===== src/roman_numeral_encoder_core_assert.svh =====
// Assertion macros used by the Roman numeral encoder sequencer (rne_emit).
`ifndef ROMAN_NUMERAL_ENCODER_CORE_ASSERT_SVH
`define ROMAN_NUMERAL_ENCODER_CORE_ASSERT_SVH

// Same-cycle implication, checked on every rising clk edge out of reset.
`define RNE_ASSERT_NOW(label, ante, cons, msg) \
	label: assert property (@(posedge clk) disable iff (!arst_n) (ante) |-> (cons)) \
		else $error(msg);

// Next-cycle implication.
`define RNE_ASSERT_NEXT(label, ante, cons, msg) \
	label: assert property (@(posedge clk) disable iff (!arst_n) (ante) |=> (cons)) \
		else $error(msg);

`endif


===== src/rne_pkg.sv =====
// Shared types, constants and digit spelling function of the Roman numeral encoder.
`timescale 1ns / 1ps

package rne_pkg;

	localparam int BIN_W    = 34;
	localparam int DIGITS   = 10;
	localparam int BCD_W    = 4 * DIGITS;
	localparam int CHAR_W   = 7;
	localparam int SEQ_MAX  = 8;

	localparam logic [BIN_W-1:0] DEC_LIMIT = 34'd9999999999;

	localparam logic [CHAR_W-1:0] CH_I  = 7'h49;
	localparam logic [CHAR_W-1:0] CH_V  = 7'h56;
	localparam logic [CHAR_W-1:0] CH_X  = 7'h58;
	localparam logic [CHAR_W-1:0] CH_L  = 7'h4C;
	localparam logic [CHAR_W-1:0] CH_C  = 7'h43;
	localparam logic [CHAR_W-1:0] CH_D  = 7'h44;
	localparam logic [CHAR_W-1:0] CH_M  = 7'h4D;
	localparam logic [CHAR_W-1:0] CH_LX = 7'h78;	// lower-case x, error fill
	localparam logic [CHAR_W-1:0] CH_PO = 7'h28;
	localparam logic [CHAR_W-1:0] CH_PC = 7'h29;
	localparam logic [CHAR_W-1:0] CH_SO = 7'h5B;
	localparam logic [CHAR_W-1:0] CH_SC = 7'h5D;
	localparam logic [CHAR_W-1:0] CH_CO = 7'h7B;
	localparam logic [CHAR_W-1:0] CH_CC = 7'h7D;
	localparam logic [CHAR_W-1:0] CH_NUL = 7'h00;

	typedef enum logic [1:0] {
		MODE_NORMAL,
		MODE_ERROR,
		MODE_ZERO
	} mode_t;

	typedef struct packed {
		logic  go;
		mode_t mode;
	} emit_cmd_t;

	typedef struct packed {
		logic [3:0]                      len;
		logic [SEQ_MAX-1:0][CHAR_W-1:0] chars;
	} seq_t;

	function automatic seq_t seq_push(input seq_t s, input logic [CHAR_W-1:0] c);
		seq_t r;
		r = s;
		r.chars[s.len[2:0]] = c;
		r.len = s.len + 4'd1;
		return r;
	endfunction

	function automatic seq_t seq_push_big(input seq_t s, input logic [CHAR_W-1:0] c,
			input logic wrap, input logic [CHAR_W-1:0] op, input logic [CHAR_W-1:0] cl);
		seq_t r;
		r = s;
		if (wrap) begin
			r = seq_push(r, op);
			r = seq_push(r, c);
			r = seq_push(r, cl);
		end else begin
			r = seq_push(r, c);
		end
		return r;
	endfunction

	// Characters of digit d at decimal position pos (1 = units).
	function automatic seq_t digit_seq(input logic [3:0] d, input logic [3:0] pos);
		seq_t             s;
		logic [1:0]       rank;
		logic             beyond;
		logic             outer;
		logic [CHAR_W-1:0] unit, five, ten, o_op, o_cl, i_op, i_cl;
		s      = '0;
		rank   = 2'd0;
		outer  = 1'b0;
		o_op   = CH_PO;
		o_cl   = CH_PC;
		i_op   = CH_PO;
		i_cl   = CH_PC;
		case (pos)
			4'd1: rank = 2'd0;
			4'd2: rank = 2'd1;
			4'd3: rank = 2'd2;
			4'd4: rank = 2'd3;
			4'd5, 4'd6, 4'd7: begin
				rank  = 2'(pos - 4'd4);
				outer = 1'b1;
				i_op  = CH_SO;
				i_cl  = CH_SC;
			end
			4'd8, 4'd9, 4'd10: begin
				rank  = 2'(pos - 4'd7);
				outer = 1'b1;
				o_op  = CH_SO;
				o_cl  = CH_SC;
				i_op  = CH_CO;
				i_cl  = CH_CC;
			end
			default: rank = 2'd0;
		endcase
		beyond = (rank == 2'd3);
		case (rank)
			2'd0: begin unit = CH_I; five = CH_V; ten = CH_X; end
			2'd1: begin unit = CH_X; five = CH_L; ten = CH_C; end
			2'd2: begin unit = CH_C; five = CH_D; ten = CH_M; end
			default: begin unit = CH_M; five = CH_V; ten = CH_X; end
		endcase
		if (d != 4'd0 && d <= 4'd9 && pos != 4'd0 && pos <= 4'd10) begin
			if (outer)
				s = seq_push(s, o_op);
			if (d <= 4'd3) begin
				for (int i = 0; i < 3; i++) begin
					if (4'(i) < d)
						s = seq_push(s, unit);
				end
			end else if (d == 4'd4) begin
				s = seq_push(s, unit);
				s = seq_push_big(s, five, beyond, i_op, i_cl);
			end else if (d <= 4'd8) begin
				s = seq_push_big(s, five, beyond, i_op, i_cl);
				for (int i = 0; i < 3; i++) begin
					if (4'(i) < d - 4'd5)
						s = seq_push(s, unit);
				end
			end else begin
				s = seq_push(s, unit);
				s = seq_push_big(s, ten, beyond, i_op, i_cl);
			end
			if (outer)
				s = seq_push(s, o_cl);
		end
		return s;
	endfunction

endpackage


===== src/rne_bcd.sv =====
// Bit-serial binary to BCD converter (shift and add-3), one input bit per cycle.
`timescale 1ns / 1ps

module rne_bcd import rne_pkg::*; (
	input  logic              clk,
	input  logic              arst_n,
	input  logic              start,
	input  logic [BIN_W-1:0]  bin,
	output logic              done,
	output logic [BCD_W-1:0]  digits
);

	logic [BIN_W-1:0] bin_q;
	logic [BCD_W-1:0] bcd_q;
	logic [BCD_W-1:0] adj;
	logic [5:0]       cnt_q;
	logic             busy_q;
	logic             done_q;

	always_comb begin
		for (int i = 0; i < DIGITS; i++) begin
			if (bcd_q[4*i +: 4] >= 4'd5)
				adj[4*i +: 4] = bcd_q[4*i +: 4] + 4'd3;
			else
				adj[4*i +: 4] = bcd_q[4*i +: 4];
		end
	end

	always_ff @(posedge clk or negedge arst_n) begin
		if (!arst_n) begin
			busy_q <= 1'b0;
			done_q <= 1'b0;
			cnt_q  <= '0;
		end else begin
			done_q <= 1'b0;
			if (start) begin
				busy_q <= 1'b1;
				cnt_q  <= 6'(BIN_W);
			end else if (busy_q) begin
				cnt_q <= cnt_q - 6'd1;
				if (cnt_q == 6'd1) begin
					busy_q <= 1'b0;
					done_q <= 1'b1;
				end
			end
		end
	end

	always_ff @(posedge clk) begin
		if (start) begin
			bin_q <= bin;
			bcd_q <= '0;
		end else if (busy_q) begin
			bin_q <= {bin_q[BIN_W-2:0], 1'b0};
			bcd_q <= {adj[BCD_W-2:0], bin_q[BIN_W-1]};
		end
	end

	assign done   = done_q;
	assign digits = bcd_q;

endmodule


===== src/rne_emit.sv =====
// Character sequencer: walks decimal digits from the top and drives the output item register.
`timescale 1ns / 1ps

module rne_emit import rne_pkg::*; (
	input  logic              clk,
	input  logic              arst_n,
	input  emit_cmd_t         cmd,
	input  logic [BCD_W-1:0]  digits,
	output logic              m_tvalid,
	input  logic              m_tready,
	output logic [CHAR_W-1:0] char_code,
	output logic              last,
	output logic              error,
	output logic              empty_res,
	output logic              done
);

	typedef enum logic [1:0] {
		ST_IDLE,
		ST_NORM,
		ST_ERR,
		ST_ZERO
	} state_t;

	state_t            state_q;
	logic [BCD_W-1:0]  digits_q;
	logic [3:0]        pos_q;
	logic [2:0]        step_q;
	logic              valid_q;
	logic [CHAR_W-1:0] char_q;
	logic              last_q;
	logic              err_q;
	logic              empty_q;

	seq_t seq;
	logic slot_free;
	logic top_zero;
	logic rest_nz;
	logic digit_end;
	logic fin;
	logic load;

	assign seq       = digit_seq(digits_q[BCD_W-1 -: 4], pos_q);
	assign slot_free = !valid_q || m_tready;
	assign top_zero  = (digits_q[BCD_W-1 -: 4] == 4'd0);
	assign rest_nz   = |digits_q[BCD_W-5:0];
	assign digit_end = ({1'b0, step_q} == seq.len - 4'd1);

	// fin: the final item of this number is loaded this cycle
	always_comb begin
		case (state_q)
			ST_NORM: fin = slot_free && !top_zero && digit_end && !rest_nz;
			ST_ERR:  fin = slot_free && (step_q == 3'd3);
			ST_ZERO: fin = slot_free;
			default: fin = 1'b0;
		endcase
	end

	// load: a new item enters the output register this cycle
	always_comb begin
		case (state_q)
			ST_NORM: load = slot_free && !top_zero;
			ST_ERR:  load = slot_free;
			ST_ZERO: load = slot_free;
			default: load = 1'b0;
		endcase
	end

	always_ff @(posedge clk or negedge arst_n) begin
		if (!arst_n) begin
			state_q <= ST_IDLE;
			valid_q <= 1'b0;
			step_q  <= '0;
			pos_q   <= '0;
		end else begin
			valid_q <= load || (valid_q && !m_tready);
			case (state_q)
				ST_IDLE: begin
					step_q <= '0;
					pos_q  <= 4'(DIGITS);
					if (cmd.go) begin
						case (cmd.mode)
							MODE_NORMAL: state_q <= ST_NORM;
							MODE_ERROR:  state_q <= ST_ERR;
							MODE_ZERO:   state_q <= ST_ZERO;
							default:     state_q <= ST_IDLE;
						endcase
					end
				end
				ST_NORM: begin
					if (top_zero) begin
						pos_q <= pos_q - 4'd1;
					end else if (slot_free) begin
						if (digit_end) begin
							step_q <= '0;
							pos_q  <= pos_q - 4'd1;
						end else begin
							step_q <= step_q + 3'd1;
						end
						if (fin)
							state_q <= ST_IDLE;
					end
				end
				ST_ERR: begin
					if (slot_free) begin
						step_q  <= step_q + 3'd1;
						if (fin)
							state_q <= ST_IDLE;
					end
				end
				ST_ZERO: begin
					if (slot_free)
						state_q <= ST_IDLE;
				end
				default: state_q <= ST_IDLE;
			endcase
		end
	end

	// payload: digit shift line and output item
	always_ff @(posedge clk) begin
		if (state_q == ST_IDLE && cmd.go)
			digits_q <= digits;
		else if (state_q == ST_NORM && (top_zero || (slot_free && digit_end)))
			digits_q <= {digits_q[BCD_W-5:0], 4'd0};
		case (state_q)
			ST_NORM: begin
				if (!top_zero && slot_free) begin
					char_q  <= seq.chars[step_q];
					last_q  <= fin;
					err_q   <= 1'b0;
					empty_q <= 1'b0;
				end
			end
			ST_ERR: begin
				if (slot_free) begin
					char_q  <= CH_LX;
					last_q  <= fin;
					err_q   <= 1'b1;
					empty_q <= 1'b0;
				end
			end
			ST_ZERO: begin
				if (slot_free) begin
					char_q  <= CH_NUL;
					last_q  <= 1'b1;
					err_q   <= 1'b0;
					empty_q <= 1'b1;
				end
			end
			default: ;
		endcase
	end

	assign m_tvalid  = valid_q;
	assign char_code = char_q;
	assign last      = last_q;
	assign error     = err_q;
	assign empty_res = empty_q;
	assign done      = fin;

`include "roman_numeral_encoder_core_assert.svh"

	`RNE_ASSERT_NOW(a_go_when_idle, cmd.go, state_q == ST_IDLE, "start while still emitting")
	`RNE_ASSERT_NOW(a_err_not_empty, valid_q && err_q, !empty_q, "error item flagged empty")
	`RNE_ASSERT_NOW(a_empty_is_last, valid_q && empty_q, last_q, "empty item not last")
	`RNE_ASSERT_NEXT(a_fin_idle, fin, state_q == ST_IDLE && valid_q && last_q,
		"final item not loaded")

endmodule


===== src/roman_numeral_encoder_core.sv =====
// Top level of the Roman numeral encoder: input handshake, range check and dispatch.
`timescale 1ns / 1ps

// Converts one unsigned 34-bit number per input item into its Roman numeral, one ASCII
// character per output item, most significant digit first; tlast marks the final character.
// A value above 9999999999 gives four 'x' items with the error flag; zero gives one item
// with the empty flag. Otherwise the number goes through a bit-serial binary-to-BCD
// shifter, then the sequencer skips each zero digit above the lowest non-zero one and
// emits one character per cycle while the output is not stalled, up to 58 characters
// in all. The next item is taken as soon as the final character of the current one
// sits in the output register.
module roman_numeral_encoder_core import rne_pkg::*; (
	input  logic        clk,
	input  logic        arst_n,
	input  logic        s_tvalid,
	output logic        s_tready,
	input  logic [39:0] s_tdata,	// [33:0] number, [39:34] zero
	output logic        m_tvalid,
	input  logic        m_tready,
	output logic [7:0]  m_tdata,	// [6:0] char_code, [7] zero
	output logic        m_tlast,
	output logic [1:0]  m_tuser		// [0] error, [1] empty_res
);

	logic              busy_q;
	logic              accept;
	logic [BIN_W-1:0]  number;
	logic              too_big;
	logic              is_zero;
	logic              bcd_start;
	logic              bcd_done;
	logic [BCD_W-1:0]  bcd_digits;
	emit_cmd_t         cmd;
	logic              emit_done;
	logic [CHAR_W-1:0] char_code;
	logic              error;
	logic              empty_res;

	assign s_tready  = !busy_q;
	assign accept    = s_tvalid && s_tready;
	assign number    = s_tdata[BIN_W-1:0];
	assign too_big   = (number > DEC_LIMIT);
	assign is_zero   = (number == '0);
	assign bcd_start = accept && !too_big && !is_zero;

	always_comb begin
		cmd.go = bcd_done || (accept && (too_big || is_zero));
		if (bcd_done)
			cmd.mode = MODE_NORMAL;
		else if (too_big)
			cmd.mode = MODE_ERROR;
		else
			cmd.mode = MODE_ZERO;
	end

	always_ff @(posedge clk or negedge arst_n) begin
		if (!arst_n) begin
			busy_q <= 1'b0;
		end else if (accept) begin
			busy_q <= 1'b1;
		end else if (emit_done) begin
			busy_q <= 1'b0;
		end
	end

	rne_bcd u_bcd (
		.clk    (clk),
		.arst_n (arst_n),
		.start  (bcd_start),
		.bin    (number),
		.done   (bcd_done),
		.digits (bcd_digits)
	);

	rne_emit u_emit (
		.clk       (clk),
		.arst_n    (arst_n),
		.cmd       (cmd),
		.digits    (bcd_digits),
		.m_tvalid  (m_tvalid),
		.m_tready  (m_tready),
		.char_code (char_code),
		.last      (m_tlast),
		.error     (error),
		.empty_res (empty_res),
		.done      (emit_done)
	);

	assign m_tdata = {1'b0, char_code};
	assign m_tuser = {empty_res, error};

endmodule


===== config.mk =====
export PLATFORM = sky130hd
export DESIGN_NAME = roman_numeral_encoder_core
export DESIGN_NICKNAME = d
export VERILOG_FILES = /design/src/rne_pkg.sv /design/src/rne_bcd.sv /design/src/rne_emit.sv /design/src/roman_numeral_encoder_core.sv
export VERILOG_INCLUDE_DIRS = /design/src /design/src/src
export SDC_FILE = /design/constraint.sdc
export NUM_CORES = 1
export LEC_CHECK = 0
export ABC_AREA = 1
export BUFFER_PORTS_ARGS = -buffer_cell sky130_fd_sc_hd__buf_2
export CORE_ASPECT_RATIO = 1.25
export CORE_MARGIN = 3
export CORE_UTILIZATION = 65
export DETAILED_ROUTE_END_ITERATION = 8
export HOLD_SLACK_MARGIN = 0.15
export PLACE_DENSITY = 0.84
export SLEW_MARGIN = 20
export SYNTH_ARGS = -nofsm -noshare
export SYNTH_HDL_FRONTEND = slang
export SYNTH_SLANG_ARGS = --single-unit
export TNS_END_PERCENT = 50

===== constraint.sdc =====
create_clock -name clk -period 19.7 [get_ports clk]
set_input_delay 0.985 -clock clk [delete_from_list [all_inputs] [get_ports clk]]
set_output_delay 0.985 -clock clk [all_outputs]
set_load 0.03 [all_outputs]

==> metrics.md <==
| Metric | Value |
|---|---|
| Share of final-layout standard cells stronger than drive strength 1 | 10.83% |
| Total GRT Usage | 35.41% |
| Fin area | 11560 um^2 |
| Highest routed layer | met4 |
| Smallest setup slack after layout | 12.00 ns |
| Post-layout utilization of the core | 73.07% |
| Length of routed met3 wiring | 2.164 mm |
| Worst setup path class | register to register |
| Area delta synth->final | 8.627% |
| Count of synthesis-stage warnings from yosys | 0 |
| Final Hold Vio Count | 0 |
| Diode count | 0 |
| Total Routed Length | 31.40 mm |
| Worst setup slack before clock tree synthesis | 12.09 ns |
| Met2 Wirelength | 15.86 mm |
| Pins Over Slew Limit | 0 |
| Sequential area share after synthesis | 35.68% |
| Vias per cell | 6.199 |
| Required @ worst endpoint | 19.55 ns |
| Achievable frequency | 130.0 MHz |
| Per-cell routed wire length | 18.29 um |
| Hold path start | busy_q |
| Routed met1 length | 11.07 mm |
| Number of distinct library cells after synthesis | 63 |
| Path type of the worst min-delay path | register to register |
| Post-Syn Area | 10650 um^2 |
| Number of violations of the max-capacitance limit | 0 |
| Number of routed nets with antenna violations | 0 |
| Register bit total from synthesis | 143 |
| Worst-margin pin slew | 1.008 ns |
| First-pass DRT Iterations | 6 |
| Quantity of gates resized following cts | 0 |
| Die W | 120.5 um |
| Net count after synthesis | 1581 |
| Outcome | finished clean |
| R2r worst-path depth | 33 |
| Total buffers and inverters traversed by the critical path | 6 |
| CTS tree | done |
| Area enclosed by the die boundary | 17960 um^2 |
| CP arrival | 7.55 ns |
| Clock buffer count from CTS | 17 |
| Slowest cell on the critical path | nand3_2 |
| Half-perimeter wire length of the detailed placement result | 21.36 mm |
| Maximum number of pins on one net before global-route repair | 77 |
| Unrepaired setup endpoints after global routing | false |
| Clk_lat worst skew | 0.43 ns |
| Placement Rows | 51 |
| Cts hold-fix bufs | 0 |
| Minimum clock period | 7.695 ns |
| Worst Hold Depth | 2 |
| Sort of element at the start of the critical path | register |
| Fin Clk Skew | 0.01646 ns |
| Height of the chip | 149.1 um |
| Wire length of the first global-routing pass | 50.43 mm |
| Kind of cell with the highest combined delay on the critical path | simple AND/OR/NAND/NOR gates |
| Starting density of the core | 67.27% |
| Mean Syn Cell Area | 7.198 um^2 |
| Clock transition at path regs | 0.06 ns |
| CTS H-tree lvls | 4 |
| Root buf cell | clkbuf_16 |
| Worst slew margin relative to its limit | 32.71% |
| Endpoint with the worst hold slack | busy_q |
| Crit Path Max Fanout | 40 |
| Source of the worst register-to-register timing path | u_emit.pos_q[1] |
| Std-Cell Core Area | 15830 um^2 |
| Reg2reg end | u_emit.digits_q[35] |
| Count of nets after finishing | 1594 |
| Number of top-level pins | 57 |
| Maximum root-to-sink buffer count | 2 |
| Post-detailed-route DRC marker count | 0 |
| Input/output buffers | 49 |
| Clock sink total | 143 |
| Element type at the critical path end | register |
| Worst reg-to-reg setup slack | 12.00 ns |
| Antenna violations before repair | 0 |
| Count of final setup violators | 0 |
| DP Area | 10970 um^2 |
| Vias in the first global route | 10360 |
| Fin Setup TNS | 0 ns |
| Starting DRC count in detailed routing | 1287 |
| Buffer count from post-CTS setup fixing | 0 |
| Remaining global-route overflow | 0 |
| Worst path most repeated cell | ha_1 |
| Final weighted congestion of routability-driven global placement | 1.051 |
| Delay contributed by the slowest stage of the critical path | 0.76 ns |
| Detailed-route via count | 10640 |
| Post-synthesis cell count | 1479 |
| Final Cycle Share | 39.06% |
## metrics by stage
step	instances	hold WS, ns
floorplan	1479	0.4419
global placement	1685	0.4563
detailed placement	1685	0.4631
CTS	1717	0.4813
global route	1717	0.5018
finish	1717	0.4767
## worst min-delay path, stage by stage (launching register included)
cell,delay [ns]
dfrtp_1,0.34
nand2_1,0.06
nand2_1,0.05
## cell families after synthesis
logic type                 Yosys count  share of synthesized area (%)
and+or+nand+nor                    664                          27.93
AOI/OAI and AO/OA                  359                          19.58
buffers and inverters              241                          8.792
DFF                                143                          35.68
adders and majority gates           58                          6.888
xor gates and xnor gates            12                         0.9874
other                                1                        0.03523
muxes                                1                         0.1058
## how the worst max path moves through the flow
stage | from | to | slack (ns) | cells past startpoint
floorplan | u_emit.pos_q[0] | u_emit.digits_q[0] | 13.06 | 31
global placement | u_emit.pos_q[0] | u_emit.digits_q[19] | 12.22 | 31
detailed placement | u_emit.pos_q[0] | u_emit.digits_q[36] | 12.09 | 33
CTS | u_emit.pos_q[1] | u_emit.digits_q[29] | 12.00 | 33
global route | u_emit.pos_q[0] | u_emit.digits_q[30] | 11.44 | 33
finish | u_emit.pos_q[1] | u_emit.digits_q[35] | 12.00 | 33
## area by class of cell
type	instances	area (um^2)
Multi-Input combinational cell	1095	5933
Clock buffer	18	429.2
Fill cell	1274	4262
Sequential cell	143	3799
Clock inverter	14	167.7
Inverter	179	671.9
Tap cell	212	265.3
Timing Repair Buffer	56	297.8
## layer usage
metal / vias up / global-route usage, %
met5: - / 0
met4: 0 / 25.85
met3: 146 / 6.108
met2: 501 / 62.10
met1: 4923 / 38.15
li1: 5074 / -
## cell usage after synthesis (all sizes together)
master	count	area, um^2
a31oi	6	37.54
clkinv	3	11.26
dfxtp	40	800.8
o2111ai	5	43.79
o311ai	5	43.79
conb	1	3.750
dfrtp	19	475.5
ha	57	713.2
inv	176	660.6
a221oi	12	105.1
o221ai	2	17.52
o211ai	24	180.2
a31o	1	8.760
nor3	18	95.09
a21oi	91	463.0
nor4	15	93.84
nand2	376	1501
mux2	1	11.26
o2111a	1	11.26
o31ai	5	42.54
o21bai	1	7.510
o21ai	170	865.8
o22ai	22	137.6
and2	1	6.260
o21a	1	7.510
nand4	13	87.58
nor2	115	495.5
xnor2	3	26.28
a32o	1	10.01
fa	1	20.02
edfxtp	84	2522
a22oi	2	15.01
xor2	9	78.83
a211oi	6	45.04
buf	15	87.58
nand3b	1	7.510
a21o	1	7.510
o41ai	1	8.760
clkbuf	47	176.4
a21boi	2	26.28
or2	4	27.53
nand3	121	658.1
## cells in the final DEF (no fill, tap or decap), types with 9 or more instances in the layout
cell type | netlist | final
a221oi_1 | 12 | 12
nor2_1 | 103 | 102
inv_2 | 16 | 16
nand4_1 | 12 | 12
ha_1 | 57 | 57
o22ai_1 | 22 | 22
nor3_1 | 17 | 17
inv_1 | 160 | 160
clkbuf_16 | 0 | 17
xor2_1 | 9 | 9
nand2_1 | 352 | 350
nand2_2 | 18 | 20
buf_2 | 4 | 49
a21oi_1 | 89 | 89
edfxtp_1 | 84 | 84
nand3_1 | 115 | 114
dfrtp_1 | 19 | 19
o21ai_0 | 162 | 162
dfxtp_1 | 40 | 40
o211ai_1 | 24 | 24
nor4_1 | 15 | 15
## sequential cells by signal, indices dropped and copies added (netlist names)
register / count
u_emit.m_tvalid: 1
u_emit.state_q: 2
u_bcd.bin_q: 34
u_bcd.digits: 40
u_bcd.busy_q: 1
u_emit.digits_q: 40
u_emit.pos_q: 4
u_emit.empty_res: 1
u_emit.last: 1
u_emit.step_q: 3
u_bcd.done: 1
u_bcd.cnt_q: 6
u_emit.char_code: 7
busy_q: 1
u_emit.error: 1
Power is not shown: default switching activity piles up to over one toggle a cycle in this logic, so the estimate is an artifact.
